`config.mk`:
```
export PLATFORM = sky130hd
export DESIGN_NAME = smpte_color_bar_pixel_unit_flat
export DESIGN_NICKNAME = d
export VERILOG_FILES = /design/src/sv/scb_pkg.sv /design/src/sv/scb_if.sv /design/src/sv/scb_apb_regs.sv /design/src/sv/scb_pipe_ctrl.sv /design/src/sv/scb_datapath.sv /design/src/sv/smpte_color_bar_pixel_unit.sv /design/src/flat_wrapper.sv
export SDC_FILE = /design/constraint.sdc
export NUM_CORES = 2
export LEC_CHECK = 0
export CAP_MARGIN = 15
export CORE_AREA = 3 3 274 209
export DETAILED_ROUTE_END_ITERATION = 8
export DIE_AREA = 0 0 277 212
export DONT_BUFFER_PORTS = 1
export PLACE_DENSITY = 0.79
export SLEW_MARGIN = 20
export SYNTH_ARGS = -nofsm -noshare
export SYNTH_HDL_FRONTEND = slang
export SYNTH_HIERARCHICAL = 1
export SYNTH_SLANG_ARGS = --single-unit
```
`constraint.sdc`:
```
create_clock -name clk_i -period 13.36 [get_ports clk_i]
set_clock_uncertainty 0.05 [all_clocks]
set_input_delay 1.336 -clock clk_i [delete_from_list [all_inputs] [get_ports clk_i]]
set_output_delay 1.336 -clock clk_i [all_outputs]
set_load 0.05 [all_outputs]
```
`src/sv/scb_pkg.sv`:
```
`timescale 1ns / 1ps
// shared constants, types and color tables of the color bar pixel unit
package scb_pkg;

  localparam int unsigned COORD_BITS_DEF = 12;
  localparam int unsigned DIM_W          = 13;
  localparam int unsigned STRIDE_W       = 16;
  localparam int unsigned ARGB_W         = 32;
  localparam int unsigned OFS_W          = 28;
  localparam int unsigned APB_ADDR_W     = 4;
  localparam int unsigned APB_DATA_W     = 32;
  localparam int unsigned NUM_STAGES     = 3;

  localparam logic [DIM_W-1:0]    WIDTH_RST  = DIM_W'(640);
  localparam logic [DIM_W-1:0]    HEIGHT_RST = DIM_W'(480);
  localparam logic [STRIDE_W-1:0] STRIDE_RST = STRIDE_W'(2560);

  // floor(n / 7) as (n * RECIP7) >> RECIP7_SHIFT, exact for n below 2**16
  localparam int unsigned RECIP7       = 74899;
  localparam int unsigned RECIP7_W     = 17;
  localparam int unsigned RECIP7_SHIFT = 19;
  localparam int unsigned MUL7_W       = STRIDE_W + RECIP7_W;

  typedef enum logic [1:0] {
    REG_FRAME_WIDTH  = 2'd0,
    REG_FRAME_HEIGHT = 2'd1,
    REG_LINE_STRIDE  = 2'd2
  } reg_idx_e;

  typedef struct packed {
    logic [DIM_W-1:0]    frame_width;
    logic [DIM_W-1:0]    frame_height;
    logic [STRIDE_W-1:0] line_stride;
  } cfg_t;

  typedef struct packed {
    logic [NUM_STAGES-1:0] load;
  } pipe_ctrl_t;

  function automatic logic [ARGB_W-1:0] argb(input logic [7:0] r, input logic [7:0] g,
                                             input logic [7:0] b, input logic [7:0] a);
    return {a, r, g, b};
  endfunction

  function automatic logic [ARGB_W-1:0] top_color(input logic [2:0] idx);
    logic [ARGB_W-1:0] c;
    case (idx)
      3'd0:    c = argb(8'd192, 8'd192, 8'd192, 8'd255);
      3'd1:    c = argb(8'd192, 8'd192, 8'd0,   8'd255);
      3'd2:    c = argb(8'd0,   8'd192, 8'd192, 8'd255);
      3'd3:    c = argb(8'd0,   8'd192, 8'd0,   8'd255);
      3'd4:    c = argb(8'd192, 8'd0,   8'd192, 8'd255);
      3'd5:    c = argb(8'd192, 8'd0,   8'd0,   8'd255);
      default: c = argb(8'd0,   8'd0,   8'd192, 8'd255);
    endcase
    return c;
  endfunction

  function automatic logic [ARGB_W-1:0] mid_color(input logic [2:0] idx);
    logic [ARGB_W-1:0] c;
    case (idx)
      3'd0:    c = argb(8'd0,   8'd0,   8'd192, 8'd127);
      3'd1:    c = argb(8'd19,  8'd19,  8'd19,  8'd127);
      3'd2:    c = argb(8'd192, 8'd0,   8'd192, 8'd127);
      3'd3:    c = argb(8'd19,  8'd19,  8'd19,  8'd127);
      3'd4:    c = argb(8'd0,   8'd192, 8'd192, 8'd127);
      3'd5:    c = argb(8'd19,  8'd19,  8'd19,  8'd127);
      default: c = argb(8'd192, 8'd192, 8'd192, 8'd127);
    endcase
    return c;
  endfunction

  function automatic logic [ARGB_W-1:0] low_color(input logic [2:0] idx);
    logic [ARGB_W-1:0] c;
    case (idx)
      3'd0:    c = argb(8'd0,   8'd33,  8'd76,  8'd255);
      3'd1:    c = argb(8'd255, 8'd255, 8'd255, 8'd255);
      3'd2:    c = argb(8'd50,  8'd0,   8'd106, 8'd255);
      3'd3:    c = argb(8'd19,  8'd19,  8'd19,  8'd255);
      3'd4:    c = argb(8'd9,   8'd9,   8'd9,   8'd255);
      3'd5:    c = argb(8'd19,  8'd19,  8'd19,  8'd255);
      3'd6:    c = argb(8'd29,  8'd29,  8'd29,  8'd255);
      default: c = argb(8'd19,  8'd19,  8'd19,  8'd255);
    endcase
    return c;
  endfunction

endpackage

```
`src/sv/scb_if.sv`:
```
`timescale 1ns / 1ps
// request and result channel interfaces of the color bar pixel unit
interface scb_req_if import scb_pkg::*; #(
  parameter int unsigned COORD_BITS = COORD_BITS_DEF
) ();
  logic                  valid;
  logic                  ready;
  logic [COORD_BITS-1:0] pixel_x;
  logic [COORD_BITS-1:0] pixel_y;

  modport source (output valid, output pixel_x, output pixel_y, input ready);
  modport sink   (input valid, input pixel_x, input pixel_y, output ready);
endinterface

interface scb_res_if import scb_pkg::*; ();
  logic              valid;
  logic              ready;
  logic [ARGB_W-1:0] pixel_argb;
  logic [OFS_W-1:0]  byte_offset;
  logic              inside_frame;

  modport source (output valid, output pixel_argb, output byte_offset, output inside_frame,
                  input ready);
  modport sink   (input valid, input pixel_argb, input byte_offset, input inside_frame,
                  output ready);
endinterface

```
`src/sv/scb_apb_regs.sv`:
```
`timescale 1ns / 1ps
// apb configuration registers of the color bar pixel unit
module scb_apb_regs import scb_pkg::*; (
  input  logic                  clk_i,
  input  logic                  rst_ni,
  input  logic                  psel,
  input  logic                  penable,
  input  logic                  pwrite,
  input  logic [APB_ADDR_W-1:0] paddr,
  input  logic [APB_DATA_W-1:0] pwdata,
  output logic [APB_DATA_W-1:0] prdata,
  output logic                  pready,
  output cfg_t                  cfg_o
);

  logic [DIM_W-1:0]    width_q, width_d;
  logic [DIM_W-1:0]    height_q, height_d;
  logic [STRIDE_W-1:0] stride_q, stride_d;
  logic                wr_en;
  reg_idx_e            idx;

  assign pready = 1'b1;
  assign wr_en  = psel && penable && pwrite;
  assign idx    = reg_idx_e'(paddr[APB_ADDR_W-1:2]);

  always_comb begin
    width_d  = width_q;
    height_d = height_q;
    stride_d = stride_q;
    if (wr_en) begin
      case (idx)
        REG_FRAME_WIDTH:  width_d  = pwdata[DIM_W-1:0];
        REG_FRAME_HEIGHT: height_d = pwdata[DIM_W-1:0];
        REG_LINE_STRIDE:  stride_d = pwdata[STRIDE_W-1:0];
        default: ;
      endcase
    end
  end

  always_comb begin
    case (idx)
      REG_FRAME_WIDTH:  prdata = APB_DATA_W'(width_q);
      REG_FRAME_HEIGHT: prdata = APB_DATA_W'(height_q);
      REG_LINE_STRIDE:  prdata = APB_DATA_W'(stride_q);
      default:          prdata = '0;
    endcase
  end

  always_ff @(posedge clk_i or negedge rst_ni) begin
    if (!rst_ni) begin
      width_q  <= WIDTH_RST;
      height_q <= HEIGHT_RST;
      stride_q <= STRIDE_RST;
    end else begin
      width_q  <= width_d;
      height_q <= height_d;
      stride_q <= stride_d;
    end
  end

  assign cfg_o = '{frame_width: width_q, frame_height: height_q, line_stride: stride_q};

endmodule

```
`src/sv/scb_pipe_ctrl.sv`:
```
`timescale 1ns / 1ps
// valid bits and per-stage load enables of the pixel pipeline
module scb_pipe_ctrl import scb_pkg::*; (
  input  logic       clk_i,
  input  logic       rst_ni,
  input  logic       in_valid_i,
  output logic       in_ready_o,
  output logic       out_valid_o,
  input  logic       out_ready_i,
  output pipe_ctrl_t ctrl_o
);

  logic [NUM_STAGES-1:0] valid_q, valid_d;
  logic [NUM_STAGES-1:0] rdy;

  always_comb begin
    rdy[NUM_STAGES-1] = !valid_q[NUM_STAGES-1] || out_ready_i;
    for (int i = NUM_STAGES - 2; i >= 0; i--) begin
      rdy[i] = !valid_q[i] || rdy[i+1];
    end
  end

  always_comb begin
    valid_d[0] = rdy[0] ? in_valid_i : valid_q[0];
    for (int i = 1; i < NUM_STAGES; i++) begin
      valid_d[i] = rdy[i] ? valid_q[i-1] : valid_q[i];
    end
  end

  always_ff @(posedge clk_i or negedge rst_ni) begin
    if (!rst_ni) begin
      valid_q <= '0;
    end else begin
      valid_q <= valid_d;
    end
  end

  assign in_ready_o  = rdy[0];
  assign out_valid_o = valid_q[NUM_STAGES-1];
  assign ctrl_o.load = rdy;

endmodule

```
`src/sv/scb_datapath.sv`:
```
`timescale 1ns / 1ps
// three-stage datapath: geometry products, bar splits and offset, color select
module scb_datapath import scb_pkg::*; #(
  parameter int unsigned COORD_BITS = COORD_BITS_DEF
) (
  input  logic                  clk_i,
  input  pipe_ctrl_t            ctrl_i,
  input  cfg_t                  cfg_i,
  input  logic [COORD_BITS-1:0] pixel_x_i,
  input  logic [COORD_BITS-1:0] pixel_y_i,
  output logic [ARGB_W-1:0]     pixel_argb_o,
  output logic [OFS_W-1:0]      byte_offset_o,
  output logic                  inside_frame_o
);

  localparam int unsigned CMP_W     = ((COORD_BITS > DIM_W) ? COORD_BITS : DIM_W) + 4;
  localparam int unsigned PROD_W    = COORD_BITS + STRIDE_W;
  localparam int unsigned OFS_SUM_W = (PROD_W + 1 > OFS_W) ? PROD_W + 1 : OFS_W;

  // stage 0
  logic [COORD_BITS-1:0] x0_q;
  logic                  in0_q, in0_d;
  logic                  top0_q, top0_d;
  logic                  mid0_q, mid0_d;
  logic [PROD_W-1:0]     prod0_q, prod0_d;
  logic [MUL7_W-1:0]     m5_q, m5_d;
  logic [MUL7_W-1:0]     m6_q, m6_d;
  logic [MUL7_W-1:0]     m1_q, m1_d;
  logic [CMP_W-1:0]      w_ext, h_ext, xi_ext, yi_ext, y9, h6, h7;
  logic [STRIDE_W-1:0]   w5, w6;

  // stage 1
  logic [COORD_BITS-1:0] x1_q;
  logic                  in1_q, top1_q, mid1_q;
  logic [OFS_W-1:0]      ofs1_q, ofs1_d;
  logic [DIM_W-1:0]      split5_q, split6_q, narrow_q;
  logic [2:0]            tidx1_q, tidx1_d;
  logic [CMP_W-1:0]      x0_ext, x7;
  logic [OFS_SUM_W-1:0]  ofs_sum;

  // stage 2
  logic [ARGB_W-1:0]     argb_q, argb_d;
  logic [OFS_W-1:0]      ofs2_q;
  logic                  in2_q;
  logic [CMP_W-1:0]      x1_ext, x4, s5, s6, nw, dx, d3;
  logic                  lt5, lt6;
  logic [2:0]            lidx, nidx;
  logic [ARGB_W-1:0]     color;

  assign w_ext  = CMP_W'(cfg_i.frame_width);
  assign h_ext  = CMP_W'(cfg_i.frame_height);
  assign xi_ext = CMP_W'(pixel_x_i);
  assign yi_ext = CMP_W'(pixel_y_i);
  assign y9     = (yi_ext << 3) + yi_ext + CMP_W'(9);
  assign h6     = (h_ext << 2) + (h_ext << 1);
  assign h7     = (h_ext << 3) - h_ext;
  assign w5     = (STRIDE_W'(cfg_i.frame_width) << 2) + STRIDE_W'(cfg_i.frame_width);
  assign w6     = (STRIDE_W'(cfg_i.frame_width) << 2) + (STRIDE_W'(cfg_i.frame_width) << 1);

  always_comb begin
    in0_d   = (xi_ext < w_ext) && (yi_ext < h_ext);
    top0_d  = y9 <= h6;
    mid0_d  = y9 <= h7;
    prod0_d = PROD_W'(pixel_y_i) * PROD_W'(cfg_i.line_stride);
    m5_d    = MUL7_W'(w5) * MUL7_W'(RECIP7);
    m6_d    = MUL7_W'(w6) * MUL7_W'(RECIP7);
    m1_d    = MUL7_W'(cfg_i.frame_width) * MUL7_W'(RECIP7);
  end

  always_ff @(posedge clk_i) begin
    if (ctrl_i.load[0]) begin
      x0_q    <= pixel_x_i;
      in0_q   <= in0_d;
      top0_q  <= top0_d;
      mid0_q  <= mid0_d;
      prod0_q <= prod0_d;
      m5_q    <= m5_d;
      m6_q    <= m6_d;
      m1_q    <= m1_d;
    end
  end

  assign x0_ext  = CMP_W'(x0_q);
  assign x7      = (x0_ext << 3) - x0_ext;
  assign ofs_sum = OFS_SUM_W'(prod0_q) + (OFS_SUM_W'(x0_q) << 2);
  assign ofs1_d  = ofs_sum[OFS_W-1:0];

  always_comb begin
    tidx1_d = 3'd0;
    for (int k = 1; k <= 6; k++) begin
      if (x7 >= CMP_W'(k) * w_ext) begin
        tidx1_d = tidx1_d + 3'd1;
      end
    end
  end

  always_ff @(posedge clk_i) begin
    if (ctrl_i.load[1]) begin
      x1_q     <= x0_q;
      in1_q    <= in0_q;
      top1_q   <= top0_q;
      mid1_q   <= mid0_q;
      ofs1_q   <= ofs1_d;
      tidx1_q  <= tidx1_d;
      split5_q <= m5_q[RECIP7_SHIFT +: DIM_W];
      split6_q <= m6_q[RECIP7_SHIFT +: DIM_W];
      narrow_q <= m1_q[RECIP7_SHIFT +: DIM_W];
    end
  end

  assign x1_ext = CMP_W'(x1_q);
  assign x4     = x1_ext << 2;
  assign s5     = CMP_W'(split5_q);
  assign s6     = CMP_W'(split6_q);
  assign nw     = CMP_W'(narrow_q);
  assign lt5    = x1_ext < s5;
  assign lt6    = x1_ext < s6;
  assign dx     = x1_ext - s5;
  assign d3     = (dx << 1) + dx;

  always_comb begin
    lidx = 3'd0;
    nidx = 3'd4;
    for (int k = 1; k <= 3; k++) begin
      if (x4 >= CMP_W'(k) * s5) begin
        lidx = lidx + 3'd1;
      end
      if (d3 >= CMP_W'(k) * nw) begin
        nidx = nidx + 3'd1;
      end
    end
  end

  always_comb begin
    if (top1_q) begin
      color = top_color(tidx1_q);
    end else if (mid1_q) begin
      color = mid_color(tidx1_q);
    end else if (lt5) begin
      color = low_color(lidx);
    end else if (lt6) begin
      color = low_color(nidx);
    end else begin
      color = low_color(3'd7);
    end
    argb_d = in1_q ? color : '0;
  end

  always_ff @(posedge clk_i) begin
    if (ctrl_i.load[2]) begin
      argb_q <= argb_d;
      ofs2_q <= ofs1_q;
      in2_q  <= in1_q;
    end
  end

  assign pixel_argb_o   = argb_q;
  assign byte_offset_o  = ofs2_q;
  assign inside_frame_o = in2_q;

endmodule

```
`src/sv/smpte_color_bar_pixel_unit.sv`:
```
`timescale 1ns / 1ps
// color bar pixel unit top level: pixel coordinate in, argb color and byte offset out
//
//   channel   dir   handshake          payload
//   req_i     in    valid / ready      pixel_x, pixel_y
//   res_o     out   valid / ready      pixel_argb, byte_offset, inside_frame
//   apb       in    psel / penable     frame_width, frame_height, line_stride
//
// one request per cycle unless a stall at res_o holds stage 0; a result is registered in each stage in turn
// the three stages are multiply, split and offset, then compare and color select
// a stall at res_o holds each full stage whose later stages are all full; others keep filling
// reset clears the valid bits and loads 640 x 480 with a 2560 byte stride
module smpte_color_bar_pixel_unit import scb_pkg::*; #(
  parameter int unsigned COORD_BITS = COORD_BITS_DEF
) (
  input  logic                  clk_i,
  input  logic                  rst_ni,
  input  logic                  psel,
  input  logic                  penable,
  input  logic                  pwrite,
  input  logic [APB_ADDR_W-1:0] paddr,
  input  logic [APB_DATA_W-1:0] pwdata,
  output logic [APB_DATA_W-1:0] prdata,
  output logic                  pready,
  scb_req_if.sink               req_i,
  scb_res_if.source             res_o
);

  cfg_t       cfg;
  pipe_ctrl_t ctrl;

  scb_apb_regs u_regs (
    .clk_i   (clk_i),
    .rst_ni  (rst_ni),
    .psel    (psel),
    .penable (penable),
    .pwrite  (pwrite),
    .paddr   (paddr),
    .pwdata  (pwdata),
    .prdata  (prdata),
    .pready  (pready),
    .cfg_o   (cfg)
  );

  scb_pipe_ctrl u_ctrl (
    .clk_i       (clk_i),
    .rst_ni      (rst_ni),
    .in_valid_i  (req_i.valid),
    .in_ready_o  (req_i.ready),
    .out_valid_o (res_o.valid),
    .out_ready_i (res_o.ready),
    .ctrl_o      (ctrl)
  );

  scb_datapath #(
    .COORD_BITS (COORD_BITS)
  ) u_datapath (
    .clk_i          (clk_i),
    .ctrl_i         (ctrl),
    .cfg_i          (cfg),
    .pixel_x_i      (req_i.pixel_x),
    .pixel_y_i      (req_i.pixel_y),
    .pixel_argb_o   (res_o.pixel_argb),
    .byte_offset_o  (res_o.byte_offset),
    .inside_frame_o (res_o.inside_frame)
  );

endmodule

```
`src/flat_wrapper.sv`:
```
// flat-port wrapper written by rule: the top's interface ports become plain ports
module smpte_color_bar_pixel_unit_flat import scb_pkg::*;
#(
  parameter int unsigned COORD_BITS = COORD_BITS_DEF
)
  (clk_i, rst_ni, psel, penable, pwrite, paddr, pwdata, prdata, pready, req_i_valid, req_i_pixel_x, req_i_pixel_y, req_i_ready, res_o_valid, res_o_pixel_argb, res_o_byte_offset, res_o_inside_frame, res_o_ready);
  scb_req_if #(.COORD_BITS(COORD_BITS)) req_i_i ();
  scb_res_if res_o_i ();
  input  logic clk_i;
  input  logic rst_ni;
  input  logic psel;
  input  logic penable;
  input  logic pwrite;
  input  logic [APB_ADDR_W-1:0] paddr;
  input  logic [APB_DATA_W-1:0] pwdata;
  output logic [APB_DATA_W-1:0] prdata;
  output logic pready;
  input wire logic [$bits(req_i_i.valid)-1:0] req_i_valid;
  input wire logic [$bits(req_i_i.pixel_x)-1:0] req_i_pixel_x;
  input wire logic [$bits(req_i_i.pixel_y)-1:0] req_i_pixel_y;
  output wire logic [$bits(req_i_i.ready)-1:0] req_i_ready;
  output wire logic [$bits(res_o_i.valid)-1:0] res_o_valid;
  output wire logic [$bits(res_o_i.pixel_argb)-1:0] res_o_pixel_argb;
  output wire logic [$bits(res_o_i.byte_offset)-1:0] res_o_byte_offset;
  output wire logic [$bits(res_o_i.inside_frame)-1:0] res_o_inside_frame;
  input wire logic [$bits(res_o_i.ready)-1:0] res_o_ready;
  assign req_i_i.valid = req_i_valid;
  assign req_i_i.pixel_x = req_i_pixel_x;
  assign req_i_i.pixel_y = req_i_pixel_y;
  assign req_i_ready = req_i_i.ready;
  assign res_o_valid = res_o_i.valid;
  assign res_o_pixel_argb = res_o_i.pixel_argb;
  assign res_o_byte_offset = res_o_i.byte_offset;
  assign res_o_inside_frame = res_o_i.inside_frame;
  assign res_o_i.ready = res_o_ready;
  smpte_color_bar_pixel_unit #(.COORD_BITS(COORD_BITS)) u_core (.clk_i(clk_i), .rst_ni(rst_ni), .psel(psel), .penable(penable), .pwrite(pwrite), .paddr(paddr), .pwdata(pwdata), .prdata(prdata), .pready(pready), .req_i(req_i_i), .res_o(res_o_i));
endmodule
```
**After elaboration in Yosys (flattened, before gate mapping)**

Cells that the tools add are included.
W data, S select, Z words.

- Add/sub/neg operators: 19
- Equal/unequal tests: 15
- Multiply operators: 9
- $lt $le $gt $ge: 18
- Muxes and demuxes: 21
- Reduce and logical (&&, ||, !) cells: 17

Operators with widths:

| operator | count |
|---|---|
| $pmux W24 S5 | 2 |
| $pmux W24 S6 | 1 |
| $mux W32 | 4 |
| $pmux W24 S4 | 1 |
| $mul A16 B17 Y32 const B | 2 |
| $lt A12 B13 Y1 | 4 |
| $add A15 B14 Y16 | 3 |
| $pmux W16 S3 | 1 |
| $mul A2 B13 Y15 const A | 3 |
| $ge A17 B13 Y1 | 2 |
| $ge A17 B15 Y1 | 2 |
| $ge A17 B16 Y1 | 2 |
| $mul A13 B17 Y30 const B | 1 |
| $add A28 B14 Y28 | 1 |
| $mul A12 B16 Y28 | 1 |
| $add A3 B1 Y3 const B | 9 |
| $mux W3 | 9 |
| $eq A3 B3 Y1 const B | 6 |
| $add A16 B4 Y17 const B | 1 |
| $ge A17 B11 Y1 | 1 |
| $ge A17 B12 Y1 | 1 |
| $ge A17 B14 Y1 | 1 |
| $le A17 B16 Y1 | 1 |
| $le A17 B17 Y1 | 1 |
| 22 further kinds | 39 |

- Output and inout bits: 96
- Input port bits: 67
- Word-level logic and storage cells: 125
- Flip-flop bits (word level): 326

**Logic depth before layout (Yosys ltp)**

- Word-level depth: 14
- Mapped depth: 31
- Depth with buffers taken out: 31

**Cells and area by module**

Netlist, hierarchy kept.

By module, submodules not included:

| module | sequential area each (um^2) | area an instance (um^2) | instances | cells each |
|---|---|---|---|---|
| scb_datapath | 6306.0 | 32692.6 | 1 | 3299 |
| scb_apb_regs | 1061.0 | 2090.8 | 1 | 160 |
| scb_pipe_ctrl | 75.1 | 133.9 | 1 | 11 |

**Worst setup path before layout**

OpenSTA, ideal clock, no wires.

- Path kind: reg2reg
- Start point: reg u_core.u_regs.width_q[2]
- End point: reg u_core.u_datapath.m6_q[31], data pin
- Data required time: 13050 ps
- Cell stages (with the launch flop): 29
- Setup slack: 5847 ps
- Arrival: 7203 ps
- Buffers on the path: 0
- Library setup time: 260 ps
- Clock period less this slack: 7513 ps
- Cell sequence: dfrtp_1 -> inv_1 -> ha_1 -> and4b_1 -> a211o_1 -> a31o_2 -> o41ai_1 -> o21ai_1 -> a21o_1 -> a21oi_2 -> inv_1 -> ha_1 -> inv_1 -> fa_1 -> fa_1 -> inv_1 -> fa_1 -> fa_1 -> ha_1 -> ha_1 -> or4_1 -> nand2_1 -> a21oi_1 -> o21ai_0 -> a21oi_1 -> nor3_1 -> o21bai_1 -> a21oi_1 -> xnor2_1

- Word-level cells in the longest chain between the ends: 2

Ends and longest elaborated chain:

| element | RTL line | text |
|---|---|---|
| start: declaration | scb_apb_regs.sv:16 | `logic [DIM_W-1:0] width_q, width_d;` |
| start signal: assignment | scb_apb_regs.sv:55 | `width_q <= width_d;` |
| $add A15 B14 Y16 | scb_datapath.sv:58 | `assign w6 = (STRIDE_W'(cfg_i.frame_width) << 2) + (STRIDE_W'(cfg_i.frame_width) << 1);` |
| $mul A16 B17 Y32 | scb_datapath.sv:66 | `m6_d = MUL7_W'(w6) * MUL7_W'(RECIP7);` |
| named net u_core.u_datapath.m6_d[31] | scb_datapath.sv:27 | `logic [MUL7_W-1:0] m6_q, m6_d;` |
| end signal: assignment | scb_datapath.sv:78 | `m6_q <= m6_d;` |
| end: declaration | scb_datapath.sv:27 |  |

The timed path passes the listed nets, and every way through them passes these cells.
A chain may end at the register's enable or synchronous reset.

**Worst setup path in the final report**

- Start point: reg u_core.u_regs.width_q[5]
- End point: reg u_core.u_datapath.m6_q[31], data pin

Same word-level chain as after synthesis.

==> metrics.txt <==
# TYPE chip_impl_metric gauge
chip_impl_metric{name="synth_enable_flop_cells",unit=""} 210
chip_impl_info{name="critical_path.startpoint",value="u_core/u_regs/width_q[5]$_DFFE_PN0P_"} 1
chip_impl_metric{name="vias_in_the_first_global_route",unit=""} 24900
chip_impl_metric{name="fillCellCount",unit=""} 4180
chip_impl_metric{name="average_routed_wire_per_standard_cell",unit="um"} 19.4
chip_impl_metric{name="grt_antenna_before_repair",unit=""} 5
chip_impl_metric{name="largest_net_degree_at_the_start_of_global_routing",unit=""} 79
chip_impl_metric{name="async_flop_share",unit="%"} 17.6
chip_impl_metric{name="vias_per_cell",unit=""} 5.93
chip_impl_metric{name="fmax",unit="GHz"} 0.117
chip_impl_metric{name="cp_num_cells",unit=""} 28
chip_impl_metric{name="num-nets-final",unit=""} 4554
chip_impl_metric{name="num_rows",unit=""} 74
chip_impl_metric{name="fin_area",unit="um2"} 36500
chip_impl_metric{name="dr_total_vias",unit=""} 24900
chip_impl_info{name="cts_root_buf",value="sky130_fd_sc_hd__clkbuf_16"} 1
chip_impl_metric{name="globalRouteOverflowTotal",unit=""} 0
chip_impl_metric{name="die_width",unit="um"} 277
chip_impl_metric{name="drive_gt1_share",unit="%"} 4.52
chip_impl_metric{name="layout_min_cycle_time",unit="ps"} 8530
chip_impl_metric{name="critical-path-max-stage-delay",unit="ps"} 680
chip_impl_metric{name="postSynthRegisterBits",unit=""} 255
chip_impl_metric{name="htree_num_levels",unit=""} 1
chip_impl_metric{name="finalMaxSlewViolations",unit=""} 0
chip_impl_metric{name="critical_path_peak_fanout",unit=""} 10
chip_impl_metric{name="numCtsBuffers",unit=""} 28
chip_impl_metric{name="yosys_warnings",unit=""} 6
chip_impl_metric{name="synth_compound_gate_area_share",unit="%"} 11.5
chip_impl_metric{name="place_hpwl",unit="um"} 65000
chip_impl_metric{name="drt-total-wl",unit="um"} 81600
chip_impl_metric{name="dieHeight",unit="um"} 212
chip_impl_info{name="crit_path_end_kind",value="flip-flop"} 1
chip_impl_metric{name="portBuffers",unit=""} 0
chip_impl_metric{name="ys_types",unit=""} 95
chip_impl_metric{name="timing.reg2reg.worst_path_depth",unit=""} 28
chip_impl_metric{name="timing.max_slew.rel_slack",unit="%"} 22.8
chip_impl_metric{name="hold_buffers",unit=""} 0
chip_impl_metric{name="area_growth_syn_to_layout",unit="%"} 4.49
chip_impl_metric{name="post_cts.repair.setup_buffers",unit=""} 0
chip_impl_metric{name="placed_area",unit="um2"} 35600
chip_impl_metric{name="critPathBufInv",unit=""} 4
chip_impl_info{name="run_status",value="complete, no violations"} 1
chip_impl_metric{name="cts.sinks",unit=""} 255
chip_impl_metric{name="postCtsResizedCells",unit=""} 0
chip_impl_metric{name="tightestPinTransition",unit="ps"} 1150
chip_impl_metric{name="worst-endpoint-required",unit="ps"} 13690
chip_impl_metric{name="clk_lat_worst_skew",unit="ps"} 590
chip_impl_metric{name="critPathArrivalTime",unit="ps"} 8850
chip_impl_metric{name="drtPass1Iterations",unit=""} 8
chip_impl_metric{name="finalHoldViolCount",unit=""} 0
chip_impl_metric{name="sum_of_negative_setup_slack",unit="ps"} 0
chip_impl_info{name="setup.worst_path.class",value="reg2reg"} 1
chip_impl_metric{name="clock_tree.buffer_depth",unit=""} 3
chip_impl_metric{name="ios",unit=""} 163
chip_impl_metric{name="final_antenna_net_count",unit=""} 0
chip_impl_info{name="critical-path-top-delay-family",value="adder cells"} 1
chip_impl_info{name="critical_path.slowest_cell",value="sky130_fd_sc_hd__dfrtp_1"} 1
chip_impl_info{name="dominant_combinational_cell_family_by_area_after_synthesis",value="adder cells"} 1
chip_impl_metric{name="route.detailed.drc",unit=""} 0
chip_impl_metric{name="post_synth_fa_ha_maj_area_fraction",unit="%"} 43.0
chip_impl_metric{name="weighted_congestion_at_the_end_of_routability_driven_global_placement",unit=""} 0.934
chip_impl_info{name="regToRegEndpoint",value="u_core/u_datapath/m6_q[31]$_DFFE_PP_"} 1
chip_impl_metric{name="timing.final.setup_violations",unit=""} 0
chip_impl_metric{name="grt_first_pass_wirelength",unit="um"} 132000
chip_impl_info{name="rsz0062_at_grt",value="no"} 1
chip_impl_metric{name="dr.first_iter.drc_count",unit=""} 1886
chip_impl_metric{name="syn-cell-area",unit="um2"} 34900
chip_impl_info{name="endpoint",value="u_core/u_datapath/m6_q[31]$_DFFE_PP_"} 1
chip_impl_metric{name="reg2reg_setup_slack",unit="ps"} 4830
chip_impl_info{name="crit_path_start_kind",value="flip-flop"} 1
chip_impl_metric{name="post_synth_mux_area_share",unit="%"} 2.06
chip_impl_info{name="r2r-start",value="u_core/u_regs/width_q[5]$_DFFE_PN0P_"} 1
chip_impl_metric{name="grt_util_all_layers",unit="%"} 27.8
chip_impl_metric{name="synthesis.area_per_instance",unit="um2"} 10.1
chip_impl_metric{name="initial_utilization",unit="%"} 64.1
chip_impl_info{name="min-delay-path-class",value="reg2reg"} 1
chip_impl_metric{name="part_of_the_cycle_the_worst_path_needs",unit="%"} 63.8
chip_impl_metric{name="fp.dieArea",unit="um2"} 58700
chip_impl_info{name="postSynth.topFlopCell",value="sky130_fd_sc_hd__edfxtp_1"} 1
chip_impl_metric{name="postSynthCellCount",unit=""} 3470
chip_impl_info{name="cts_tree",value="done"} 1
chip_impl_metric{name="clkTransAtPathRegs",unit="ps"} 70
chip_impl_metric{name="core_area",unit="um2"} 54400
chip_impl_metric{name="synth-seq-area-share",unit="%"} 21.3
chip_impl_metric{name="synthXorXnorAreaFrac",unit="%"} 5.04
chip_impl_metric{name="synth-simple-area-share",unit="%"} 10.3
chip_impl_metric{name="cap_violations",unit=""} 0
-- how the worst min path moves through the flow --
stage                                            from                                            end  cells after the start
2_1_floorplan   u_core/u_datapath/ofs1_q[0]$_DFFE_PP_   u_core/u_datapath/byte_offset_o[0]$_DFFE_PP_                      0
3_3_place_gp     u_core/u_datapath/m5_q[21]$_DFFE_PP_        u_core/u_datapath/split5_q[2]$_DFFE_PP_                      0
3_5_place_dp   u_core/u_datapath/ofs1_q[10]$_DFFE_PP_  u_core/u_datapath/byte_offset_o[10]$_DFFE_PP_                      0
4_1_cts        u_core/u_datapath/ofs1_q[16]$_DFFE_PP_  u_core/u_datapath/byte_offset_o[16]$_DFFE_PP_                      0
5_1_grt                                        rst_ni           u_core/u_ctrl/valid_q[2]$_DFFE_PN0P_                      0
6_report       u_core/u_datapath/ofs1_q[16]$_DFFE_PP_  u_core/u_datapath/byte_offset_o[16]$_DFFE_PP_                      0
-- metal layers --
layer,global-route usage (%),share of wire [%],vias up,wire length [um]
li1,-,-,11900,-
met1,40.9,46,11900,37800
met2,41.9,42,916,34300
met3,7.14,9.7,126,7910
met4,5.43,2.0,6,1600
met5,0,0.051,-,42
-- flip-flops by register name, summed over array words and instances, names as in the netlist, 3 cells and up --
signal / flops
u_core/u_ctrl/valid_q: 3
u_core/u_datapath/byte_offset_o: 28
u_core/u_datapath/m1_q: 11
u_core/u_datapath/m5_q: 13
u_core/u_datapath/m6_q: 13
u_core/u_datapath/narrow_q: 11
u_core/u_datapath/ofs1_q: 28
u_core/u_datapath/pixel_argb_o: 18
u_core/u_datapath/prod0_q: 28
u_core/u_datapath/split5_q: 13
u_core/u_datapath/split6_q: 13
u_core/u_datapath/tidx1_q: 3
u_core/u_datapath/x0_q: 12
u_core/u_datapath/x1_q: 12
u_core/u_regs/height_q: 13
u_core/u_regs/stride_q: 16
u_core/u_regs/width_q: 13
-- final cells by class --
class	instances	area [um2]	share of cell area [%]
Antenna cell	1	2.50	0.00686
Tap cell	722	903	2.48
Multi-Input combinational cell	2633	25100	68.9
Clock inverter	13	134	0.367
Inverter	520	1950	5.35
Clock buffer	38	768	2.11
Sequential cell	255	7440	20.4
Timing Repair Buffer	16	133	0.364
-- cell usage after synthesis (5+ instances only) --
cell type	instances	area [um2]
sky130_fd_sc_hd__a31oi_1	20	125
sky130_fd_sc_hd__nand2_1	226	848
sky130_fd_sc_hd__edfxtp_1	210	6310
sky130_fd_sc_hd__fa_1	275	5510
sky130_fd_sc_hd__nand4_1	30	188
sky130_fd_sc_hd__o211ai_1	12	90.1
sky130_fd_sc_hd__nor4_1	10	62.6
sky130_fd_sc_hd__a211o_1	8	70.1
sky130_fd_sc_hd__o211a_1	6	60.1
sky130_fd_sc_hd__or2_2	13	81.3
sky130_fd_sc_hd__dfrtp_1	37	926
sky130_fd_sc_hd__ha_1	758	9480
sky130_fd_sc_hd__inv_1	520	1950
sky130_fd_sc_hd__a2111oi_0	5	43.8
sky130_fd_sc_hd__nor3_1	54	270
sky130_fd_sc_hd__a21o_1	73	548
sky130_fd_sc_hd__nand3b_1	5	37.5
sky130_fd_sc_hd__o41ai_1	6	52.6
sky130_fd_sc_hd__o21a_1	69	518
sky130_fd_sc_hd__a21oi_1	145	726
sky130_fd_sc_hd__o21bai_1	25	188
sky130_fd_sc_hd__xor2_1	60	526
sky130_fd_sc_hd__xnor2_1	139	1220
sky130_fd_sc_hd__mux2_2	35	394
sky130_fd_sc_hd__and3_1	14	87.6
sky130_fd_sc_hd__a21boi_0	9	67.6
sky130_fd_sc_hd__o21ai_1	8	40.0
sky130_fd_sc_hd__a31o_2	7	61.3
sky130_fd_sc_hd__buf_4	35	263
sky130_fd_sc_hd__o21ai_0	119	596
sky130_fd_sc_hd__a211oi_1	23	173
sky130_fd_sc_hd__o31ai_1	8	60.1
sky130_fd_sc_hd__mux2i_1	16	160
sky130_fd_sc_hd__or3_1	7	43.8
sky130_fd_sc_hd__mux2_4	11	165
sky130_fd_sc_hd__nand2b_1	33	206
sky130_fd_sc_hd__nor2b_1	49	307
sky130_fd_sc_hd__and4_1	5	43.8
sky130_fd_sc_hd__nor2_1	140	526
sky130_fd_sc_hd__and2_1	73	457
sky130_fd_sc_hd__clkbuf_1	37	139
sky130_fd_sc_hd__nand3_1	39	195
sky130_fd_sc_hd__dfstp_2	8	210
-- through the flow --
stage	setup slack, ps	instances	hold slack [ps]	utilization (%)
2_1_floorplan	5850	3485	350	-
3_3_place_gp	5110	4146	351	65.3
3_5_place_dp	4980	4146	355	65.3
4_1_cts	4960	4197	362	67.0
5_1_grt	4420	4197	371	67.0
6_report	4830	4198	361	67.0
-- layout by cell type (no fill, tap or decap), drive strengths merged, types with 17 or more instances in the layout --
cell type and instances:
xnor2 140, a211oi 23, ha 758, nand2 226, a21oi 146, dfrtp 37, o21bai 25, nor3 58
and2 73, nand3 39, nand2b 33, o21ai 127, fa 275, a31oi 20, clkbuf 38, nor2 140
a21o 73, nor2b 50, edfxtp 210, nand4 30, mux2 46, xor2 60, inv 522, conb 17
o21a 69
-- logic make-up after synthesis --
group,after synthesis
adders and majority gates,1034
and+or+nand+nor,720
AOI/OAI and AO/OA,600
buffers and inverters,597
DFF,255
xor gates and xnor gates,200
muxes,62
other,2
-- worst reg2reg max path: cells and delay by family (launching register included) --
family	cells	cell delay [ps]
AO/OA/AOI/OAI	12	2510
XOR/XNOR	1	300
adder cells (fa/ha/maj)	8	3330
buffers and inverters	4	710
flip-flops	1	680
AND/OR/NAND/NOR	3	730
Power is left out: the tool's default activity adds up to more than one toggle a clock period on the data nets, which glitch-free logic cannot reach.
